`config.mk`:
```
export PLATFORM = sky130hd
export DESIGN_NAME = repeat_event_suppressor_core
export DESIGN_NICKNAME = d
export VERILOG_FILES = /design/src/design/repsup_pkg.sv /design/src/design/repsup_ctrl.sv /design/src/design/repsup_dp.sv /design/src/design/repeat_event_suppressor_core.sv
export SDC_FILE = /design/constraint.sdc
export NUM_CORES = 2
export LEC_CHECK = 0
export BUFFER_PORTS_ARGS = -buffer_cell sky130_fd_sc_hd__buf_2
export CAP_MARGIN = 20
export CORE_ASPECT_RATIO = 1.5
export CORE_UTILIZATION = 45
export CTS_BUF_LIST = sky130_fd_sc_hd__clkbuf_2 sky130_fd_sc_hd__clkbuf_4 sky130_fd_sc_hd__clkbuf_8
export DETAILED_ROUTE_END_ITERATION = 8
export SLEW_MARGIN = 25
export SYNTH_ARGS = -nofsm -noshare
export SYNTH_HDL_FRONTEND = slang
export SYNTH_SLANG_ARGS = --single-unit
export TNS_END_PERCENT = 10
```
`constraint.sdc`:
```
create_clock -name clk -period 7.1 [get_ports clk]
set_input_delay 0.355 -clock clk [delete_from_list [all_inputs] [get_ports clk]]
set_output_delay 0.355 -clock clk [all_outputs]
set_load 0.01 [all_outputs]
```
`src/design/repsup_pkg.sv`:
```
// repsup_pkg: shared types and constants for the repeat event suppressor
// used by repsup_ctrl, repsup_dp and repeat_event_suppressor_core
package repsup_pkg;

	localparam int TABLE_DEPTH_DEF = 16;
	localparam int KEY_BITS_DEF    = 32;

	// fixed field widths of the stream payloads
	localparam int KEY_W   = 32;
	localparam int COUNT_W = 16;
	localparam logic [COUNT_W-1:0] COUNT_MAX = {COUNT_W{1'b1}};
	localparam logic [COUNT_W-1:0] COUNT_ONE = COUNT_W'(1);

	// output tuser bit positions
	localparam int UB_PASSED = 0;
	localparam int UB_REPORT = 1;

	// controller -> datapath commands
	typedef struct packed {
		logic load;         // capture input transfer, clear flush pointer
		logic cmp;          // register key compare result
		logic upd;          // apply event update and load its result
		logic sel_ptr;      // table read address comes from flush pointer
		logic ptr_inc;      // advance flush pointer
		logic emit_report;  // load report result for entry at pointer
		logic emit_term;    // load terminator result, empty the table
	} cmd_t;

	// datapath -> controller status
	typedef struct packed {
		logic tick;         // input transfer is a period tick
		logic rep_due;      // entry at pointer has count above one
		logic ptr_end;      // pointer has reached the fill count
		logic out_free;     // output register can take a result
	} status_t;

endpackage

```
`src/design/repsup_ctrl.sv`:
```
// repsup_ctrl: sequencing state machine of the repeat event suppressor
// depends on repsup_pkg (cmd_t, status_t)
module repsup_ctrl
	import repsup_pkg::*;
(
	input  logic    clk,
	input  logic    arst_n,
	input  logic    s_tvalid,
	output logic    s_tready,
	input  status_t status,
	output cmd_t    cmd
);

	localparam logic [1:0] ST_IDLE  = 2'd0;
	localparam logic [1:0] ST_CMP   = 2'd1;
	localparam logic [1:0] ST_UPD   = 2'd2;
	localparam logic [1:0] ST_FLUSH = 2'd3;

	logic [1:0] state_q;
	logic [1:0] state_nxt;

	always_comb begin
		cmd       = '0;
		state_nxt = state_q;
		s_tready  = 1'b0;
		case (state_q)
			ST_IDLE: begin
				s_tready = 1'b1;
				if (s_tvalid) begin
					cmd.load  = 1'b1;
					state_nxt = status.tick ? ST_FLUSH : ST_CMP;
				end
			end
			ST_CMP: begin
				cmd.cmp   = 1'b1;
				state_nxt = ST_UPD;
			end
			ST_UPD: begin
				if (status.out_free) begin
					cmd.upd   = 1'b1;
					state_nxt = ST_IDLE;
				end
			end
			ST_FLUSH: begin
				cmd.sel_ptr = 1'b1;
				if (status.ptr_end) begin
					if (status.out_free) begin
						cmd.emit_term = 1'b1;
						state_nxt     = ST_IDLE;
					end
				end else if (status.rep_due) begin
					// repeated key: wait for the output slot before moving on
					if (status.out_free) begin
						cmd.emit_report = 1'b1;
						cmd.ptr_inc     = 1'b1;
					end
				end else begin
					cmd.ptr_inc = 1'b1;
				end
			end
			default: begin
				state_nxt = ST_IDLE;
			end
		endcase
	end

	always_ff @(posedge clk or negedge arst_n) begin
		if (!arst_n) begin
			state_q <= ST_IDLE;
		end else begin
			state_q <= state_nxt;
		end
	end

endmodule

```
`src/design/repsup_dp.sv`:
```
// repsup_dp: key table, parallel compare, flush pointer and output register
// depends on repsup_pkg (cmd_t, status_t, field widths)
module repsup_dp
	import repsup_pkg::*;
#(
	parameter int TABLE_DEPTH = TABLE_DEPTH_DEF,
	parameter int KEY_BITS    = KEY_BITS_DEF
) (
	input  logic                 clk,
	input  logic                 arst_n,
	input  logic [0:0]           s_tuser,
	input  logic [KEY_W-1:0]     s_tdata,
	output logic                 m_tvalid,
	input  logic                 m_tready,
	output logic [KEY_W+COUNT_W-1:0] m_tdata,
	output logic [1:0]           m_tuser,
	output logic                 m_tlast,
	input  cmd_t                 cmd,
	output status_t              status
);

	localparam int CNT_W = $clog2(TABLE_DEPTH + 1);
	localparam int IDX_W = (TABLE_DEPTH > 1) ? $clog2(TABLE_DEPTH) : 1;
	localparam logic [CNT_W-1:0] DEPTH_C = CNT_W'(TABLE_DEPTH);

	logic [KEY_BITS-1:0] keys_q [TABLE_DEPTH];
	logic [COUNT_W-1:0]  counts_q [TABLE_DEPTH];
	logic [KEY_BITS-1:0] key_q;
	logic [CNT_W-1:0]    used_q;
	logic [CNT_W-1:0]    ptr_q;
	logic                hit_s1;
	logic [IDX_W-1:0]    idx_s1;

	logic [TABLE_DEPTH-1:0] hit_vec;
	logic [IDX_W-1:0]       hit_idx;
	logic [IDX_W-1:0]       rd_idx;
	logic [COUNT_W-1:0]     rd_cnt;
	logic [KEY_BITS-1:0]    rd_key;
	logic                   out_free;

	logic                    m_tvalid_q;
	logic [KEY_W+COUNT_W-1:0] m_tdata_q;
	logic [1:0]              m_tuser_q;
	logic                    m_tlast_q;

	// one comparator per entry; only filled entries may match
	always_comb begin
		for (int i = 0; i < TABLE_DEPTH; i++) begin
			hit_vec[i] = (CNT_W'(i) < used_q) && (keys_q[i] == key_q);
		end
	end

	// stored keys are unique, so the match is one-hot and an or-tree encodes it
	always_comb begin
		for (int b = 0; b < IDX_W; b++) begin
			hit_idx[b] = 1'b0;
			for (int i = 0; i < TABLE_DEPTH; i++) begin
				if (((i >> b) & 1) == 1) begin
					hit_idx[b] = hit_idx[b] | hit_vec[i];
				end
			end
		end
	end

	assign rd_idx   = cmd.sel_ptr ? ptr_q[IDX_W-1:0] : idx_s1;
	assign rd_cnt   = counts_q[rd_idx];
	assign rd_key   = keys_q[rd_idx];
	assign out_free = !m_tvalid_q || m_tready;

	assign status.tick     = s_tuser[0];
	assign status.rep_due  = rd_cnt > COUNT_ONE;
	assign status.ptr_end  = ptr_q == used_q;
	assign status.out_free = out_free;

	// control state
	always_ff @(posedge clk or negedge arst_n) begin
		if (!arst_n) begin
			used_q     <= '0;
			ptr_q      <= '0;
			m_tvalid_q <= 1'b0;
		end else begin
			if (cmd.load) begin
				ptr_q <= '0;
			end else if (cmd.ptr_inc) begin
				ptr_q <= ptr_q + CNT_W'(1);
			end
			if (cmd.emit_term) begin
				used_q <= '0;
			end else if (cmd.upd && !hit_s1 && (used_q < DEPTH_C)) begin
				used_q <= used_q + CNT_W'(1);
			end
			if (cmd.upd || cmd.emit_report || cmd.emit_term) begin
				m_tvalid_q <= 1'b1;
			end else if (m_tready) begin
				m_tvalid_q <= 1'b0;
			end
		end
	end

	// payload and table
	always_ff @(posedge clk) begin
		if (cmd.load) begin
			key_q <= KEY_BITS'(s_tdata);
		end
		if (cmd.cmp) begin
			hit_s1 <= |hit_vec;
			idx_s1 <= hit_idx;
		end
		if (cmd.upd) begin
			if (hit_s1) begin
				if (rd_cnt != COUNT_MAX) begin
					counts_q[idx_s1] <= rd_cnt + COUNT_ONE;
				end
			end else if (used_q < DEPTH_C) begin
				keys_q[used_q[IDX_W-1:0]]   <= key_q;
				counts_q[used_q[IDX_W-1:0]] <= COUNT_ONE;
			end
		end
		if (cmd.upd) begin
			m_tdata_q <= '0;
			m_tuser_q <= 2'(!hit_s1) << UB_PASSED;
			m_tlast_q <= 1'b1;
		end else if (cmd.emit_report) begin
			m_tdata_q <= {rd_cnt, KEY_W'(rd_key)};
			m_tuser_q <= 2'(1) << UB_REPORT;
			m_tlast_q <= 1'b0;
		end else if (cmd.emit_term) begin
			m_tdata_q <= '0;
			m_tuser_q <= '0;
			m_tlast_q <= 1'b1;
		end
	end

	assign m_tvalid = m_tvalid_q;
	assign m_tdata  = m_tdata_q;
	assign m_tuser  = m_tuser_q;
	assign m_tlast  = m_tlast_q;

endmodule

```
`src/design/repeat_event_suppressor_core.sv`:
```
// repeat_event_suppressor_core: top level of the repeat event suppressor
// depends on repsup_pkg, repsup_ctrl and repsup_dp
//
// channel  dir  handshake          payload
// s_*      in   tvalid/tready      tdata[31:0] key, tuser[0] kind (1 = tick)
// m_*      out  tvalid/tready      tdata[31:0] report_key, [47:32] report_count,
//                                  tuser[0] passed, [1] report_valid, tlast last
//
// an event passes through three steps: accept, parallel key compare over the table, update
// a tick walks the table with the flush pointer, one entry a cycle unless a report waits for the output slot
// reset (arst_n low) empties the table through its fill count; no clearing pass
// input is accepted only when the previous item is done with the table
// a stalled output holds its result; the update or report waits for the slot to free
module repeat_event_suppressor_core
	import repsup_pkg::*;
#(
	parameter int TABLE_DEPTH = TABLE_DEPTH_DEF,
	parameter int KEY_BITS    = KEY_BITS_DEF
) (
	input  logic                      clk,
	input  logic                      arst_n,
	input  logic                      s_tvalid,
	output logic                      s_tready,
	input  logic [KEY_W-1:0]          s_tdata,   // [31:0] key
	input  logic [0:0]                s_tuser,   // [0] kind
	output logic                      m_tvalid,
	input  logic                      m_tready,
	output logic [KEY_W+COUNT_W-1:0]  m_tdata,   // [31:0] report_key, [47:32] report_count
	output logic [1:0]                m_tuser,   // [0] passed, [1] report_valid
	output logic                      m_tlast
);

	cmd_t    cmd;
	status_t status;

	repsup_ctrl u_ctrl (
		.clk      (clk),
		.arst_n   (arst_n),
		.s_tvalid (s_tvalid),
		.s_tready (s_tready),
		.status   (status),
		.cmd      (cmd)
	);

	repsup_dp #(
		.TABLE_DEPTH (TABLE_DEPTH),
		.KEY_BITS    (KEY_BITS)
	) u_dp (
		.clk      (clk),
		.arst_n   (arst_n),
		.s_tuser  (s_tuser),
		.s_tdata  (s_tdata),
		.m_tvalid (m_tvalid),
		.m_tready (m_tready),
		.m_tdata  (m_tdata),
		.m_tuser  (m_tuser),
		.m_tlast  (m_tlast),
		.cmd      (cmd),
		.status   (status)
	);

	// a report item never passes and never ends the run
	a_report_shape: assert property (@(posedge clk) disable iff (!arst_n)
		m_tvalid && m_tuser[UB_REPORT] |-> !m_tuser[UB_PASSED] && !m_tlast)
		else $error("report item with passed or last set");

	// at most one datapath action per cycle
	a_cmd_excl: assert property (@(posedge clk) disable iff (!arst_n)
		$onehot0({cmd.load, cmd.cmp, cmd.upd, cmd.emit_report, cmd.emit_term}))
		else $error("conflicting datapath commands");

	// results only go into a free output register
	a_out_free: assert property (@(posedge clk) disable iff (!arst_n)
		(cmd.upd || cmd.emit_report || cmd.emit_term) |-> status.out_free)
		else $error("result loaded over a pending transfer");

	// an accepted event occupies the table through its compare and update states
	a_event_busy: assert property (@(posedge clk) disable iff (!arst_n)
		s_tvalid && s_tready && !s_tuser[0] |=> !s_tready ##1 !s_tready)
		else $error("input accepted during event update");

endmodule

```
==> flow_metrics.tcl <==
set metrics [dict create \
    report.final.slew_viol_count 0 \
    ys_ff_latch 869 \
    synth_cell_types 77 \
    status "finished, final reports clean" \
    layout_common_cells "edfxtp_1 (806), nand2_1 (652), nand3_1 (381)" \
    worst_pin_slew_ps 1210 \
    synth_top_family_by_area "simple AND/OR/NAND/NOR gates" \
    antenna_found_initial 6 \
    avgSynthCellArea_um2 11.9 \
    leakage_nw 16.4 \
    dieArea_mm2 0.0925 \
    crit_path_start_kind "flip-flop" \
    grt_overflow 0 \
    multi_input_area_mm2 0.0148 \
    fill_cells 8014 \
    slew-limit-headroom 0.187 \
    synth_edf_count 806 \
    fin_tns_setup_ps 0 \
    power_mw 17.4 \
    postRouteAntennaNets 0 \
    clk_pin_slew_ps 60 \
    root_buffer "clkbuf_8" \
    min_period_ps 5680 \
    required_ps 7700 \
    final_common_cell "edfxtp_1" \
    pin_count 90 \
    synth_nets 3508 \
    dpl_cell_area_mm2 0.0429 \
    post-route-period-util 0.800 \
    die_w_um 249 \
    wl_per_cell_um 30.1 \
    ctsHtreeMaxLevel 4 \
    peakVddDrop_uv 277 \
    area_delta_synth_final_pct 12.2 \
    regArea_mm2 0.0255 \
    ys_seq_area_frac 0.621 \
    row_count 135 \
    first_global_vias 28400 \
    remaining_drc_errors 0 \
    cp_max_fo 19 \
    synth_mux_area_frac 0.0290 \
    rsz0062_at_grt "no" \
    drtIter0Drc 2703 \
    ys.flop_type "edfxtp_1" \
    syn_area_mm2 0.0411 \
    ctsResizeCount 0 \
    hold_viol 0 \
    drt-total-wl_um 146000 \
    grt_pass1_wl_um 205000 \
    io_buffers 89 \
    synthXorXnorAreaFrac 0.113 \
    fin_skew_ps 40.9 \
    maxCapViolations 0 \
    ys.warnings.count 0 \
    synth-compound-area-share 0.0515 \
    critPathKind "reg -> reg" \
    finalNetCount 3623 \
    synth_cells 3463 \
    via_per_inst 5.95 \
    final_layout_size_suffix_gt1_frac 0.132 \
    grt_max_degree 129 \
    numCtsBuffers 139 \
    dp_hpwl_um 98100 \
    p_per_area_mw_per_mm2 378 \
    synth_top_cell_by_area "edfxtp_1" \
    synthAdderAreaFrac 0.00244 \
    initial_core_util 0.455 \
    clkLatencyLatePin_ps 860 \
    place_congestion 0.987 \
    die_h_um 372 \
    grt.total_usage 0.315 \
    cts_sinks 869 \
    arrival_ps 6280 \
    async_reset_ff_frac 0.0150 \
    setup_viol 0 \
    vias 28900 \
    design_area_mm2 0.0461 \
    endpoint_kind "flip-flop" \
    hold_path_class "in -> reg" \
    max_freq_mhz 176 \
    whs_ps 201 \
    yosys-top-cells-area "edfxtp_1 (59%), xor2_1 (6.9%), nand2_1 (6.0%)" \
    synth_simple_gate_area_share 0.156 \
    first_pass_iters 8 \
    coreArea_mm2 0.0904 \
    clock_tree.buffer_depth 3 \
    cts_tree "built" \
    synth_top_area_share 0.589 \
]
## routing by layer
layer,GRT usage,vias to the layer above,part of all wire
li1,-,12800,-
met1,0.329,14300,0.34
met2,0.544,1327,0.50
met3,0.0536,451,0.058
met4,0.289,2,0.10
met5,0,-,0.000089
## critical path, cell delays in order (launching register included)
cell and delay (ps):
dfrtp_1 750, a21bo_2 260, nand2_1 460, nand2_1 610, o2111ai_1 450, o2bb2ai_1 810, nand4_1 520, nor3_1 640
a21bo_2 360, a21oi_2 260, buf_4 280
## final cells by class
class                      instances  area share
clock buffer                     196      0.0521
sequential                       869       0.554
timing repair buffer             219      0.0343
tap                             1164      0.0316
inverter                           9    0.000733
clock inverter                    54     0.00657
antenna                            4    0.000217
multi-input combinational       2340       0.321
## repair_timing
item / CTS / global route
hold buffers: 39 / 0
setup buffers: 0 / 0
endpoints found under the hold margin: 51 / 0
endpoints found under the setup margin: 0 / 0
## path summary, 6_finish.rpt
path / start / endpoint / slack (ps) / cells past startpoint
worst min register to register: u_dp.m_tuser[1] / u_dp.m_tuser[1] / 450 / 2
worst max-delay path: u_ctrl.state_q[0] / u_dp.counts_q[0][8] / 1420 / 10
min in group asynchronous: arst_n / u_ctrl.state_q[0] / 630 / 3
worst max register to register: u_ctrl.state_q[0] / u_dp.counts_q[0][8] / 1420 / 10
max in group asynchronous: arst_n / u_dp.used_q[0] / 6040 / 3
worst min-delay path: s_tdata[0] / u_dp.key_q[0] / 200 / 2
## synthesized netlist by cell type, drive strengths merged (4+ instances only)
cell type / count
o2111ai: 13
o221ai: 24
clkbuf: 168
xor2: 324
ha: 8
dfxtp: 50
nor2: 36
and2: 21
a31o: 16
a21oi: 49
nand4: 71
or3: 4
mux2: 10
or4: 6
inv: 9
nand3: 381
nand2b: 4
a211oi: 10
and3: 26
a2111oi: 5
xnor2: 206
nor4: 94
buf: 77
edfxtp: 806
a31oi: 6
a21o: 5
o211ai: 35
nor3: 47
nand2: 655
o21ai: 114
nor3b: 12
o21a: 4
mux2i: 101
a311oi: 4
o2bb2ai: 10
dfrtp: 13
## per-stage QoR
step                      utilization  instances  setup slack (ps)
final                           0.510       4855              1420
after global routing            0.510       4854              1300
after CTS                       0.509       4850              1340
after detailed placement        0.475       4561              1420
after global placement          0.474       4561              1510
after floorplan                     -       3463              2960
## flip-flops by register name (all words and copies together), names as in the netlist
| register | flops |
|---|---|
| u_dp.key_q | 32 |
| u_ctrl.state_q | 2 |
| u_dp.used_q | 5 |
| u_dp.ptr_q | 5 |
| u_dp.m_tuser | 2 |
| u_dp.m_tvalid | 1 |
| u_dp.counts_q | 256 |
| u_dp.hit_s1 | 1 |
| u_dp.m_tdata | 48 |
| u_dp.m_tlast | 1 |
| u_dp.idx_s1 | 4 |
| u_dp.keys_q | 512 |
## kinds of logic (layout without fill, tap and decap cells)
group / Yosys count / in the layout
XOR/XNOR: 530 / 530
flip-flops: 869 / 869
multiplexers: 114 / 114
AND/OR/NAND/NOR: 1373 / 1373
AO/OA/AOI/OAI: 315 / 315
other: 0 / 4
adder cells (fa/ha/maj): 8 / 8
buffers and inverters: 254 / 478
## report_power, final
group / internal (mW) / switching, mW
Sequential: 6.59 / 0.282
Combinational: 1.61 / 4.62
Clock: 2.26 / 2.07
No activity file was read; power rests on OpenSTA's default activity.
